$ cat src/ldnal_pkg.sv
// Package with the types shared by the divisor search block and its divider.
package ldnal_pkg;

    // Status that the shared divider reports to the sequencer.
    typedef struct packed {
        logic busy;
        logic done;
    } div_stat_t;

endpackage

$ cat src/largest_divisor_not_above_limit_top.sv
// Top level of the block that finds the largest divisor of a value not above a limit.
//
// Usage: an input transfer (in_valid high, in_stall low) carries value and limit.
// One result transfer (out_valid high, out_stall low) follows for every input,
// carrying divisor and error. A limit of zero gives error 1 and divisor 0; a value
// of zero gives the limit; a value not above the limit gives the value itself.
// Otherwise candidates i = 1, 2, 3 ... up to the square root of the value are each
// tried in turn with the shared restoring divider. The search stops at the first
// cofactor value / i that is not above the limit; failing that, the result is the
// largest candidate i that divides the value and is not above the limit.
// in_stall is high from the accepted transfer until the result has been moved to
// the output register; one finished result may wait there while the next item is
// taken in. When the receiver stalls, the output holds its result unchanged and a
// second finished result waits inside the block. Reset empties the output register
// and returns the sequencer to idle; nothing else needs clearing.
module largest_divisor_not_above_limit_top #(
    parameter int OPERAND_BITS = 31
) (
    input  logic                    clk,
    input  logic                    rst_n,
    input  logic                    in_valid,
    output logic                    in_stall,
    input  logic [OPERAND_BITS-1:0] value,
    input  logic [OPERAND_BITS-1:0] limit,
    output logic                    out_valid,
    input  logic                    out_stall,
    output logic [OPERAND_BITS-1:0] divisor,
    output logic                    error
);
    import ldnal_pkg::*;

    localparam int W = OPERAND_BITS;

    localparam logic [2:0] S_IDLE  = 3'd0;
    localparam logic [2:0] S_START = 3'd1;
    localparam logic [2:0] S_WAIT  = 3'd2;
    localparam logic [2:0] S_DONE  = 3'd3;

    logic [2:0]   state_reg;
    logic [2:0]   state_next;
    logic [W-1:0] v_reg;
    logic [W-1:0] lim_reg;
    logic [W-1:0] i_reg;
    logic [W-1:0] i_next;
    logic [W:0]   sq_reg;
    logic [W:0]   sq_next;
    logic [W-1:0] best_reg;
    logic [W-1:0] best_next;
    logic [W-1:0] res_div_reg;
    logic [W-1:0] res_div_next;
    logic         res_err_reg;
    logic         res_err_next;
    logic [W-1:0] divisor_reg;
    logic         error_reg;
    logic         out_valid_reg;
    logic         out_valid_next;
    logic         in_xfer;
    logic         out_load;
    logic         div_start;
    logic [W-1:0] quot;
    logic [W-1:0] rem;
    div_stat_t    div_stat;

    assign in_xfer   = in_valid && !in_stall;
    assign in_stall  = (state_reg != S_IDLE);
    assign out_load  = (state_reg == S_DONE) && (!out_valid_reg || !out_stall);
    assign div_start = (state_reg == S_START);

    // Shared divider that tests one candidate at a time.
    ldnal_div #(
        .W (W)
    ) u_div (
        .clk       (clk),
        .rst_n     (rst_n),
        .start     (div_start),
        .dividend  (v_reg),
        .divisor   (i_reg),
        .quotient  (quot),
        .remainder (rem),
        .stat      (div_stat)
    );

    // Sequencer for the special cases and the candidate search.
    always_comb
    begin
        state_next   = state_reg;
        i_next       = i_reg;
        sq_next      = sq_reg;
        best_next    = best_reg;
        res_div_next = res_div_reg;
        res_err_next = res_err_reg;
        case (state_reg)
            S_IDLE:
            begin
                if (in_xfer)
                begin
                    i_next       = W'(1);
                    sq_next      = (W+1)'(1);
                    best_next    = W'(1);
                    res_err_next = 1'b0;
                    if (limit == '0)
                    begin
                        res_div_next = '0;
                        res_err_next = 1'b1;
                        state_next   = S_DONE;
                    end
                    else if (value == '0)
                    begin
                        res_div_next = limit;
                        state_next   = S_DONE;
                    end
                    else if (value <= limit)
                    begin
                        res_div_next = value;
                        state_next   = S_DONE;
                    end
                    else
                    begin
                        state_next = S_START;
                    end
                end
            end
            S_START:
            begin
                state_next = S_WAIT;
            end
            S_WAIT:
            begin
                if (div_stat.done)
                begin
                    if (rem == '0 && quot <= lim_reg)
                    begin
                        // The cofactor is at least every smaller candidate, so it wins.
                        res_div_next = quot;
                        state_next   = S_DONE;
                    end
                    else
                    begin
                        if (rem == '0 && i_reg <= lim_reg)
                        begin
                            best_next = i_reg;
                        end
                        i_next  = i_reg + 1'b1;
                        sq_next = sq_reg + {i_reg, 1'b1};
                        if (sq_next > {1'b0, v_reg})
                        begin
                            res_div_next = best_next;
                            state_next   = S_DONE;
                        end
                        else
                        begin
                            state_next = S_START;
                        end
                    end
                end
            end
            S_DONE:
            begin
                if (out_load)
                begin
                    state_next = S_IDLE;
                end
            end
            default:
            begin
                state_next = S_IDLE;
            end
        endcase
    end

    // Output valid follows loads and completed result transfers.
    always_comb
    begin
        out_valid_next = out_valid_reg;
        if (out_valid_reg && !out_stall)
        begin
            out_valid_next = 1'b0;
        end
        if (out_load)
        begin
            out_valid_next = 1'b1;
        end
    end

    // Control state.
    always_ff @(posedge clk or negedge rst_n)
    begin
        if (!rst_n)
        begin
            state_reg     <= S_IDLE;
            out_valid_reg <= 1'b0;
        end
        else
        begin
            state_reg     <= state_next;
            out_valid_reg <= out_valid_next;
        end
    end

    // Operands, search registers and results.
    always_ff @(posedge clk)
    begin
        if (in_xfer)
        begin
            v_reg   <= value;
            lim_reg <= limit;
        end
        i_reg       <= i_next;
        sq_reg      <= sq_next;
        best_reg    <= best_next;
        res_div_reg <= res_div_next;
        res_err_reg <= res_err_next;
        if (out_load)
        begin
            divisor_reg <= res_div_next;
            error_reg   <= res_err_next;
        end
    end

    assign out_valid = out_valid_reg;
    assign divisor   = divisor_reg;
    assign error     = error_reg;

`ifndef SYNTH
    // An error result always carries a zero divisor.
    a_err_zero: assert property (@(posedge clk) disable iff (!rst_n)
        out_valid && error |-> divisor == '0)
        else $error("error result with nonzero divisor");
    // A good result is never zero.
    a_ok_nonzero: assert property (@(posedge clk) disable iff (!rst_n)
        out_valid && !error |-> divisor != '0)
        else $error("zero divisor without error");
    // The divider runs only while the sequencer waits for it.
    a_div_wait: assert property (@(posedge clk) disable iff (!rst_n)
        div_stat.busy || div_stat.done |-> state_reg == S_WAIT)
        else $error("divider active outside the wait state");
    // An accepted transfer always leaves the idle state.
    a_leave_idle: assert property (@(posedge clk) disable iff (!rst_n)
        in_xfer |=> state_reg != S_IDLE)
        else $error("sequencer stayed idle after an input transfer");
`endif

endmodule

$ cat src/ldnal_div.sv
// Restoring divider that produces one quotient bit per cycle.
module ldnal_div #(
    parameter int W = 31
) (
    input  logic                      clk,
    input  logic                      rst_n,
    input  logic                      start,
    input  logic [W-1:0]              dividend,
    input  logic [W-1:0]              divisor,
    output logic [W-1:0]              quotient,
    output logic [W-1:0]              remainder,
    output ldnal_pkg::div_stat_t      stat
);
    import ldnal_pkg::*;

    localparam int CW = $clog2(W);

    logic          busy_reg;
    logic          done_reg;
    logic [CW-1:0] cnt_reg;
    logic [W-1:0]  q_reg;
    logic [W-1:0]  q_next;
    logic [W-1:0]  r_reg;
    logic [W-1:0]  r_next;
    logic [W-1:0]  d_reg;
    logic [W:0]    trial;

    // One trial subtraction of the divisor from the shifted partial remainder.
    always_comb
    begin
        trial = {r_reg, q_reg[W-1]} - {1'b0, d_reg};
        if (!trial[W])
        begin
            r_next = trial[W-1:0];
            q_next = {q_reg[W-2:0], 1'b1};
        end
        else
        begin
            r_next = {r_reg[W-2:0], q_reg[W-1]};
            q_next = {q_reg[W-2:0], 1'b0};
        end
    end

    // Step counter and completion pulse.
    always_ff @(posedge clk or negedge rst_n)
    begin
        if (!rst_n)
        begin
            busy_reg <= 1'b0;
            done_reg <= 1'b0;
            cnt_reg  <= '0;
        end
        else
        begin
            done_reg <= 1'b0;
            if (start)
            begin
                busy_reg <= 1'b1;
                cnt_reg  <= '0;
            end
            else if (busy_reg)
            begin
                cnt_reg <= cnt_reg + 1'b1;
                if (cnt_reg == CW'(W - 1))
                begin
                    busy_reg <= 1'b0;
                    done_reg <= 1'b1;
                end
            end
        end
    end

    // Operand and partial result registers.
    always_ff @(posedge clk)
    begin
        if (start)
        begin
            q_reg <= dividend;
            r_reg <= '0;
            d_reg <= divisor;
        end
        else if (busy_reg)
        begin
            q_reg <= q_next;
            r_reg <= r_next;
        end
    end

    assign quotient  = q_reg;
    assign remainder = r_reg;
    assign stat.busy = busy_reg;
    assign stat.done = done_reg;

`ifndef SYNTH
    // The completion pulse follows the last step of a running division.
    a_done_after_busy: assert property (@(posedge clk) disable iff (!rst_n)
        done_reg |-> $past(busy_reg))
        else $error("divider finished without running");
    // A division never runs longer than one step per quotient bit.
    a_busy_ends: assert property (@(posedge clk) disable iff (!rst_n)
        busy_reg && cnt_reg == CW'(W - 1) && !start |=> !busy_reg && done_reg)
        else $error("divider did not finish after its last step");
`endif

endmodule

$ cat config.mk
export PLATFORM = sky130hd
export DESIGN_NAME = largest_divisor_not_above_limit_top
export DESIGN_NICKNAME = d
export VERILOG_FILES = /design/src/ldnal_pkg.sv /design/src/largest_divisor_not_above_limit_top.sv /design/src/ldnal_div.sv
export SDC_FILE = /design/constraint.sdc
export NUM_CORES = 1
export LEC_CHECK = 0
export BUFFER_PORTS_ARGS = -buffer_cell sky130_fd_sc_hd__buf_2
export CORE_MARGIN = 2
export CORE_UTILIZATION = 40
export CTS_BUF_LIST = sky130_fd_sc_hd__clkbuf_4
export CTS_CLUSTER_DIAMETER = 150
export DETAILED_ROUTE_END_ITERATION = 16
export GPL_TIMING_DRIVEN = 0
export HOLD_SLACK_MARGIN = 0.15
export PLACE_DENSITY_LB_ADDON = 0.08
export SETUP_SLACK_MARGIN = 0.15
export SLEW_MARGIN = 20
export SYNTH_ARGS = -nofsm -noshare
export SYNTH_HDL_FRONTEND = slang
export SYNTH_SLANG_ARGS = --single-unit
$ cat constraint.sdc
create_clock -name clk -period 9.1 [get_ports clk]
set_input_delay 0.91 -clock clk [delete_from_list [all_inputs] [get_ports clk]]
set_output_delay 0.91 -clock clk [all_outputs]
set_load 0.01 [all_outputs]
==> summary.md <==
| Metric | Value |
|---|---|
| Outcome | `finished, final reports clean` |
| Min-Delay Path Class | `in -> reg` |
| Hold path startpoint | `value[4]` |
| Netlist cell types | `between 60 and 70` |
| CP endpoint kind | `register` |
| Primary FF master, synth | `edfxtp_1` |
| CTS resizes | `0` |
| Max reg flops | `32` |
| Fmax achieved | `about 160 MHz` |
| Crit path DAT | `between 6000 and 7000 ps` |
| Tmin final | `6400 ps` |
| Dpl hpwl | `approximately 45,000 µm` |
| DP Cell Count | `around 2,600` |
| DR iter-0 viols | `between 800 and 900` |
| Number of nets in the layout | `2,304` |
| Core ar. | `around 0.047 mm²` |
| Die area | `about 0.050 mm²` |
| Initial Util | `40.3%` |
| Post-synthesis cell count | `around 1,800` |
| Clock Latency Late Sink | `880 ps` |
| Switching part of the total | `between 20 and 25%` |
| FP Rows | `80` |
| Syn Nets | `between 2,000 and 2,500` |
| Die Ht | `approximately 220 µm` |
| #FFs+latches synth | `between 300 and 400` |
| # fillers | `~4,600` |
| CTS Sinks | `about 320` |
| Number of max-cap violations | `0` |
| Routed Antenna Nets | `0` |
| CTS H-tree lvls | `3` |
| Crit start category | `register` |
| TritonCTS Buffers | `between 90 and 100` |
| Ratio of cells with drive above 1 in the final layout | `between 10% and 20%` |
| Switch Pwr | `0.000723 W` |
| WHS | `roughly 270 ps` |
| Number of synthesized flops with an enable pin | `250` |
| Internal | `about 0.0023 W` |
| FFs w/ async S/R, synth | `roughly 3.1%` |
| Logic depth of the worst setup path including buffers | `20` |
| WL per Instance | `between 20 and 25 µm` |
| Largest net degree at the start of global routing | `34` |
| Port Buf Inserts | `~100` |
| Fin crit share | `70.4%` |
| Sequential share of power | `between 50% and 60%` |
| Combinational power share | `between 2 and 3%` |
| Worst slew margin | `36.2%` |
| Root buf cell | `clkbuf_4` |
| Initial antenna violation count | `2` |
| Via count | `between 15,000 and 20,000` |
| Overflow after GRT | `0` |
| Clk_skew | `around 99 ps` |
| Clock slew at reported path FFs | `about 70 ps` |
| GRT Total Usage | `between 20% and 30%` |
| Clock network power share | `45.1%` |
| Crit-path slowest cell | `edfxtp_1` |
| Pwr/cell area | `about 140 mW/mm²` |
| Slew Limit Fails | `0` |
| Cell family with most CP delay | `compound AO/OA/AOI/OAI gates` |
| CTS tree | `done` |
| Leak | `8.39 nW` |
| Final hold vios | `0` |
| Worst Path Required | `9670 ps` |
| Critical path class | `reg -> reg` |
| VDD IR-drop max | `between 0.08 and 0.09 mV` |
| First-pass GRT wire length | `between 80,000 and 90,000 µm` |
| RSZ-0062 raised after global routing | `no` |
| Non-Filler Instances | `between 2,000 and 3,000` |
| Routed wire length | `roughly 57,000 µm` |
| DRC violations left | `0` |
| IO Count | `100` |
| Final Util | `45.9%` |
| Cell Area, Synth | `between 0.015 and 0.02 mm²` |
| Synth warn | `0` |
| Commonest non-fill, non-tap cell in the layout | `edfxtp_1` |
| Cell breakdown of the critical path | `ha_1, a21o_1, or3_1, o32ai_1, o21ai_0, a21oi_1, o211ai_1, a31oi_1, o31ai_1, xor2_1, ha_1, or3_1, a221oi_1, o211ai_1, nor2_1, o31a_1, nor2b_1, nor2_1, clkbuf_1, a221o_1` |
| Chip width | `about 220 µm` |
| Worst-case clock buffer depth | `3` |
| Syn_area_per_cell | `10.4 µm²` |
| Seq/Total Area, Yosys | `a little under half` |
| Critical R2R Launch | `i_reg[7]` |
| Via density | `roughly 5.5` |
| Crit path max fanout | `10` |
| Crit. Startpoint | `i_reg[7]` |
| Hold Path Depth | `1` |
| Vias in the first global route | `approximately 15,000` |
| Area growth syn-to-layout | `14.1%` |
| WP buf/inv | `1` |
| Largest stage delay on the critical path | `between 500 and 600 ps` |
| TritonRoute pass-1 iters | `5` |
| Final setup viols | `0` |
| GP Congestion | `slightly above 0.9` |
| Worst Tran Pin Value | `~930 ps` |
| R2R cell count | `20` |
| Commonest cells after routing, fill and taps aside | `250 x edfxtp_1, 188 x ha_1, 158 x inv_1, 147 x nor2_1, 144 x a21oi_1` |
[repair_timing]
action | CTS | global route
hold buffers | 1 | 0
setup buffers | 0 | 0
endpoints found under the hold margin | 10 | 0
[cell type report]
class | instances | area [µm²] | share of cell area (%)
multi-input combinational | 1301 | 9250 | 42.5
sequential | 323 | 9020 | 41.4
clock buffer | 132 | 991 | 4.55
tap | 615 | 769 | 3.53
timing repair buffer | 109 | 718 | 3.30
inverter | 158 | 593 | 2.72
buffer | 63 | 272 | 1.25
clock inverter | 33 | 168 | 0.770
antenna | 2 | 5.00 | 0.0230
[worst register-to-register path: cells and delay by family (launching register included)]
kind	cells	cell delay (ps)
AO/OA/AOI/OAI	11	3300
AND/OR/NAND/NOR	5	1180
adder cells (fa/ha/maj)	2	630
flip-flops	1	550
buffers and inverters	1	310
XOR/XNOR	1	180
[worst paths after layout]
| kind | end | slack [ps] |
|---|---|---|
| min reg2reg | res_div_reg[14] | 490 |
| min in group asynchronous | state_reg[1] | 460 |
| max in group asynchronous | u_div.busy_reg | 8310 |
| max reg2reg | divisor[20] | 2700 |
| max | divisor[20] | 2700 |
| min | v_reg[4] | 270 |
[cells by family (layout without fill, tap and decap cells)]
group                      after synthesis  in the layout  share of synthesized area, %
and+or+nand+nor                        494            494                          12.6
AOI/OAI and AO/OA                      488            488                          16.9
DFF                                    323            323                          47.2
buffers and inverters                  221            495                          4.52
adders and majority gates              190            190                          12.5
xor gates and xnor gates                74             74                          3.39
muxes                                   55             55                          2.88
other                                    0              2                             0
[metrics by stage]
| stage | setup TNS [ps] | worst slack (ps) | power [W] | cell area [µm²] |
|---|---|---|---|---|
| after global routing | 0 | 2250 | 0.00312 | 21800 |
| after global placement | -188240 | -2010 | 0.00168 | 20400 |
| after detailed placement | 0 | 2620 | 0.00168 | 20600 |
| final | 0 | 2700 | 0.00300 | 21800 |
| after floorplan | 0 | 1810 | 0.00163 | 19100 |
| after CTS | 0 | 2590 | 0.00304 | 21800 |
[power by group through the flow]
stage	sequential, W	clock [W]	combinational [W]
2_1_floorplan	0.00160	0	0.0000282
4_1_cts	0.00157	0.00140	0.0000743
3_5_place_dp	0.00160	0	0.0000737
6_report	0.00157	0.00135	0.0000745
5_1_grt	0.00157	0.00147	0.0000822
3_3_place_gp	0.00160	0	0.0000720
[Yosys cell counts, types with 33 or more instances]
cell | n | area [µm²]
a21oi_1 | 146 | 731
inv_1 | 158 | 593
nand4_1 | 43 | 269
edfxtp_1 | 250 | 7510
and2_1 | 37 | 231
dfxtp_1 | 63 | 1260
ha_1 | 188 | 2350
mux2i_1 | 55 | 551
clkbuf_1 | 46 | 173
nor3_1 | 33 | 165
a21o_1 | 63 | 473
xnor2_1 | 40 | 350
o21ai_0 | 105 | 526
nand2_1 | 106 | 398
xor2_1 | 34 | 298
nor2_1 | 147 | 552
[per-layer routing]
layer  vias to the layer above  global-route usage (%)  share of wire, %
met4                         0                    11.6               4.8
met3                       148                    4.81               4.7
met5                         -                       0                 0
li1                       7320                       -                 -
met2                       393                    38.5                47
met1                      7179                    29.2                44
Power figures use the tool's default switching activity.
